### config.mk
export PLATFORM = sky130hd
export DESIGN_NAME = vbs_mod_unit
export DESIGN_NICKNAME = d
export VERILOG_FILES = /design/src/rtl/vbs_pkg.sv /design/src/rtl/vbs_mod_unit.sv
export SDC_FILE = /design/constraint.sdc
export NUM_CORES = 1
export LEC_CHECK = 0
export ABC_CLOCK_PERIOD_IN_PS = 14400
export BUFFER_PORTS_ARGS = -buffer_cell sky130_fd_sc_hd__buf_2
export CAP_MARGIN = 20
export CORE_ASPECT_RATIO = 1.75
export CORE_MARGIN = 1
export CORE_UTILIZATION = 50
export DETAILED_ROUTE_END_ITERATION = 16
export GPL_TIMING_DRIVEN = 0
export PLACE_DENSITY = 0.76
export SLEW_MARGIN = 20
export SYNTH_ARGS = -nofsm -noshare
export SYNTH_HDL_FRONTEND = slang
export SYNTH_SLANG_ARGS = --single-unit
export TNS_END_PERCENT = 20
### constraint.sdc
create_clock -name clk -period 14.4 [get_ports clk]
set_input_delay 0.72 -clock clk [delete_from_list [all_inputs] [get_ports clk]]
set_output_delay 0.72 -clock clk [all_outputs]
set_load 0.01 [all_outputs]
### src/rtl/vbs_pkg.sv
// Package for the ViBe background subtractor: sizes, constants, register
// indexes, divider request/response types and neighbour helpers.
// No dependencies.
package vbs_pkg;

  localparam int MAX_SAMPLES = 16;
  localparam int MAX_ROWS    = 64;
  localparam int MAX_COLS    = 64;
  localparam int PIX_DEPTH   = MAX_ROWS * MAX_COLS;
  localparam int PIX_AW      = $clog2(PIX_DEPTH);
  localparam int SLOT_W      = $clog2(MAX_SAMPLES);
  localparam int SAMPLE_AW   = SLOT_W + PIX_AW;
  localparam int SAMPLE_DEPTH = MAX_SAMPLES * PIX_DEPTH;

  localparam logic [31:0] MWC_MULT = 32'd4164903690;
  localparam logic [7:0]  FG_LIMIT = 8'd50;
  localparam logic [7:0]  NB_COUNT = 8'd9;

  localparam logic [2:0] REG_SAMP_COUNT  = 3'd0;
  localparam logic [2:0] REG_MATCH_NEED  = 3'd1;
  localparam logic [2:0] REG_RADIUS      = 3'd2;
  localparam logic [2:0] REG_SUBSAMPLE   = 3'd3;
  localparam logic [2:0] REG_FRAME_ROWS  = 3'd4;
  localparam logic [2:0] REG_FRAME_COLS  = 3'd5;
  localparam logic [2:0] REG_SEED        = 3'd6;

  localparam logic [4:0]  RST_SAMP_COUNT  = 5'd16;
  localparam logic [4:0]  RST_MATCH_NEED  = 5'd2;
  localparam logic [8:0]  RST_RADIUS      = 9'd20;
  localparam logic [7:0]  RST_SUBSAMPLE   = 8'd16;
  localparam logic [6:0]  RST_FRAME_ROWS  = 7'd64;
  localparam logic [6:0]  RST_FRAME_COLS  = 7'd64;
  localparam logic [63:0] RST_SEED        = 64'd4294967295;

  typedef struct packed {
    logic        start;
    logic [31:0] dividend;
    logic [7:0]  divisor;
  } mod_req_t;

  typedef struct packed {
    logic       done;
    logic [7:0] rem;
  } mod_rsp_t;

  // neighbour index k -> row offset k/3
  function automatic logic [1:0] nb_row(input logic [3:0] k);
    logic [1:0] r;
    case (k)
      4'd0, 4'd1, 4'd2: r = 2'd0;
      4'd3, 4'd4, 4'd5: r = 2'd1;
      default:          r = 2'd2;
    endcase
    return r;
  endfunction

  // neighbour index k -> column offset k%3
  function automatic logic [1:0] nb_col(input logic [3:0] k);
    logic [1:0] c;
    case (k)
      4'd0, 4'd3, 4'd6: c = 2'd0;
      4'd1, 4'd4, 4'd7: c = 2'd1;
      default:          c = 2'd2;
    endcase
    return c;
  endfunction

endpackage

### src/rtl/vbs_mod_unit.sv
// Iterative remainder unit: 32-bit dividend modulo 8-bit divisor,
// four quotient bits per cycle. Depends on vbs_pkg.
module vbs_mod_unit
  import vbs_pkg::*;
(
  input  logic     clk,
  input  logic     rst,
  input  mod_req_t req,
  output mod_rsp_t rsp
);

  logic [31:0] dvd;
  logic [7:0]  dv;
  logic [7:0]  rem;
  logic [7:0]  rem_next;
  logic [2:0]  cnt;
  logic        busy;
  logic        done;

  always_comb begin
    logic [8:0] t;
    t = {1'b0, rem};
    for (int i = 0; i < 4; i++) begin
      t = {t[7:0], dvd[31 - i]};
      if (t >= {1'b0, dv}) begin
        t = t - {1'b0, dv};
      end
    end
    rem_next = t[7:0];
  end

  always_ff @(posedge clk) begin
    if (rst) begin
      busy <= 1'b0;
      done <= 1'b0;
      cnt  <= '0;
    end else begin
      done <= busy && (cnt == 3'd7);
      if (req.start) begin
        busy <= 1'b1;
        cnt  <= '0;
      end else if (busy) begin
        cnt <= cnt + 3'd1;
        if (cnt == 3'd7) begin
          busy <= 1'b0;
        end
      end
    end
  end

  always_ff @(posedge clk) begin
    if (req.start) begin
      dvd <= req.dividend;
      dv  <= req.divisor;
      rem <= '0;
    end else if (busy) begin
      dvd <= {dvd[27:0], 4'b0};
      rem <= rem_next;
    end
  end

  assign rsp = '{done: done, rem: rem};

endmodule

==> results.md <==
* Run status: finished, final reports clean
* WL per Instance at approximately 17 um
* Hold_buf cts at 0
* Most frequent cells in the layout: 52 x buf_2, 40 x mux2_2, 40 x edfxtp_1
* Met3 wire length at around 350 um
* Sequential share of the synthesized area at 0.378
* Final WL at slightly below 9000 um
* Top post-synthesis cells by area: edfxtp_1 31%, mux2_2 12%, ha_1 11%, dfxtp_1 6.7%, xnor2_1 3.6%
* Synth cell types at 57
* Simple logic cell fraction of the synthesized area at 0.112
* Largest net degree at the start of global routing at 33
* Post-Syn Area per Cell at ~11 um^2
* Ys async rst share at 0
* TritonCTS Buffers at 5
* Slowest-stage cell, CP: o21ai_0
* CTS tree: yes
* Final hold viol count at 0
* Final Cell Area at around 0.0044 mm^2
* Core ar. at 0.00751 mm^2
* Initial drt markers at around 130
* Worst r2r src: dv[1]$_DFFE_PP_
* Share of the synthesized area in the top cell type at 0.311
* Slew headroom at 0.565
* DRC Markers at 0
* Worst skew pair latency at between 0.2 and 0.3 ns
* Setup TNS at 0 ns
* Die W at approximately 68 um
* Critical Path AT at approximately 9.9 ns
* Num ports at 52
* First-pass GRT wire length at approximately 15,000 um
* Slew @ Worst Pin at 0.652 ns
* Post-route ant nets at 0
* Post-synth top area cell: edfxtp_1
* Postcts setup bufs at 0
* Initial core utilization at 0.514
* CP Launch Point: dv[1]$_DFFE_PP_
* Maximum clock frequency at between 100 and 150 MHz
* Min-delay worst type: register to register
* CP endpoint kind: register
* Post-Synthesis Cells at approximately 360
* Vias in the first global route at between 3,000 and 4,000
* Top_reg_cell synth: edfxtp_1
* Min-delay src: rem[4]$_SDFFE_PP0P_
* Yosys warnings at 0
* Post-cts gate resize count at 0
* FF+latch area at ~0.0015 mm^2
* # fillers at around 640
* GP Congestion at 0.994
* Number of enable flip-flop cells after synthesis at 40
* RSZ-0062 raised after global routing: no
* Tmin final at slightly below 10 ns
* CTS H-Tree Depth at 2
* Die Ht at 118 um
* Clock sinks at 53
* Setup Crit Path Kind: register to register
* Routed via count at a little over 3,000
* Adder-cell share of the synthesized area at 0.131
* Fraction of layout cells with a size suffix above 1 at 0.261
* Synthesized netlist net count at roughly 440
* CP top delay family: compound AO/OA/AOI/OAI gates
* DRT Pass-1 Iters at 4
* Crit path launch type: register
* Final #Nets at around 500
* Mapped Area at around 0.0039 mm^2
* Met2 routed WL at around 4600 um
* Gr usage total at 0.247
* WP buf/inv at 4
* Wire length on met1 at roughly 3100 um
* Area of the die at 0.00809 mm^2
* Root Driver: clkbuf_16
* Vias/cell at ~5.9
* Ant diodes at 0
* Initial antenna violation count at 0
* Data required, critical path at roughly 15 ns
* Worst-path clk slew at 0.06 ns
* GRT overflow at 0
* Final number of setup-violating endpoints at 0
* Max-cap violations at 0
* Register-to-register setup slack at between 4 and 5 ns
* Most common cell after layout, fill and taps aside: buf_2
* Largest family of logic cells by synthesized area: compound AO/OA/AOI/OAI gates
* Final period util at 0.675
* Critical path fanouts, max at 10
* Number of I/O port buffers at 51
* Max Used Layer: met4
* Clk_skew at around 0.0092 ns
* Synth Area in Compound Gates at 0.161
* Area growth from synthesis to layout at 13.3%
* Slew Limit Fails at 0
* Mux cell area share after synthesis at 0.141
* #FFs+latches synth at 53
* Cell Area, Placed at 0.00423 mm^2
* Post-Synth XOR/XNOR Area at 0.0408
* Area occupied by multi-input gates at between 0.002 and 0.0025 mm^2
* Largest buffer count on any clock path at 2
* Std-Cell Rows at between 40 and 50
* Delay of the slowest critical-path stage at between 0.5 and 0.6 ns
* DP HPWL at 7240 um
-- worst paths after layout --
kind	cells after the start	to
max	35	rem[0]$_SDFFE_PP0P_
max reg2reg	35	rem[0]$_SDFFE_PP0P_
min	2	rem[4]$_SDFFE_PP0P_
min reg2reg	2	rem[4]$_SDFFE_PP0P_
-- cell usage after synthesis (all sizes together) (9+ instances only) --
cell / count
o21ai: 14
nand2: 19
a21o: 9
mux2: 40
dfxtp: 13
ha: 34
inv: 25
xnor2: 16
a21oi: 16
nor2: 21
a211oi: 9
mux2i: 9
edfxtp: 40
-- sequential cells by signal, summed over array words and instances (netlist names) --
register / flops
dvd: 32
dv: 8
rem: 8
cnt: 3
busy: 1
done: 1
-- cell families after synthesis --
group / Yosys count
fa+ha+maj: 38
buf+inv: 35
xor+xnor: 18
mux: 49
compound gates: 83
flops: 53
simple gates: 87
-- final cells by class --
type,count,area share
repair buffers,51,0.0583
multi-input cells,275,0.517
flip-flops and latches,53,0.334
plain buffers,10,0.00972
clock inverters,1,0.00143
inverters,25,0.0214
clock buffers,7,0.0326
well taps,88,0.0252
-- metal layers --
metal | up-vias | GRT usage
met3 | 42 | 0.0367
met4 | 0 | 0.204
met1 | 1423 | 0.244
li1 | 1474 | -
met2 | 92 | 0.423
met5 | - | 0
-- worst reg2reg max path: cells and delay by family (launching register included) --
kind / cells / cell delay (ns)
buffers and inverters: 4 / 0.85
AO/OA/AOI/OAI: 19 / 5.36
AND/OR/NAND/NOR: 6 / 1.07
adder cells (fa/ha/maj): 4 / 1.27
flip-flops: 1 / 0.48
multiplexers: 2 / 0.62
-- metrics by stage --
stage	std cells	util	hold WS, ns	setup slack [ns]
floorplan	363	-	0.497	6.29
global placement	502	0.562	0.512	4.81
detailed placement	502	0.562	0.526	4.74
CTS	510	0.582	0.540	4.67
global route	510	0.582	0.547	3.96
finish	510	0.582	0.535	4.68
Power is not shown: default switching activity piles up to over one toggle a cycle in this logic, so the estimate is an artifact.
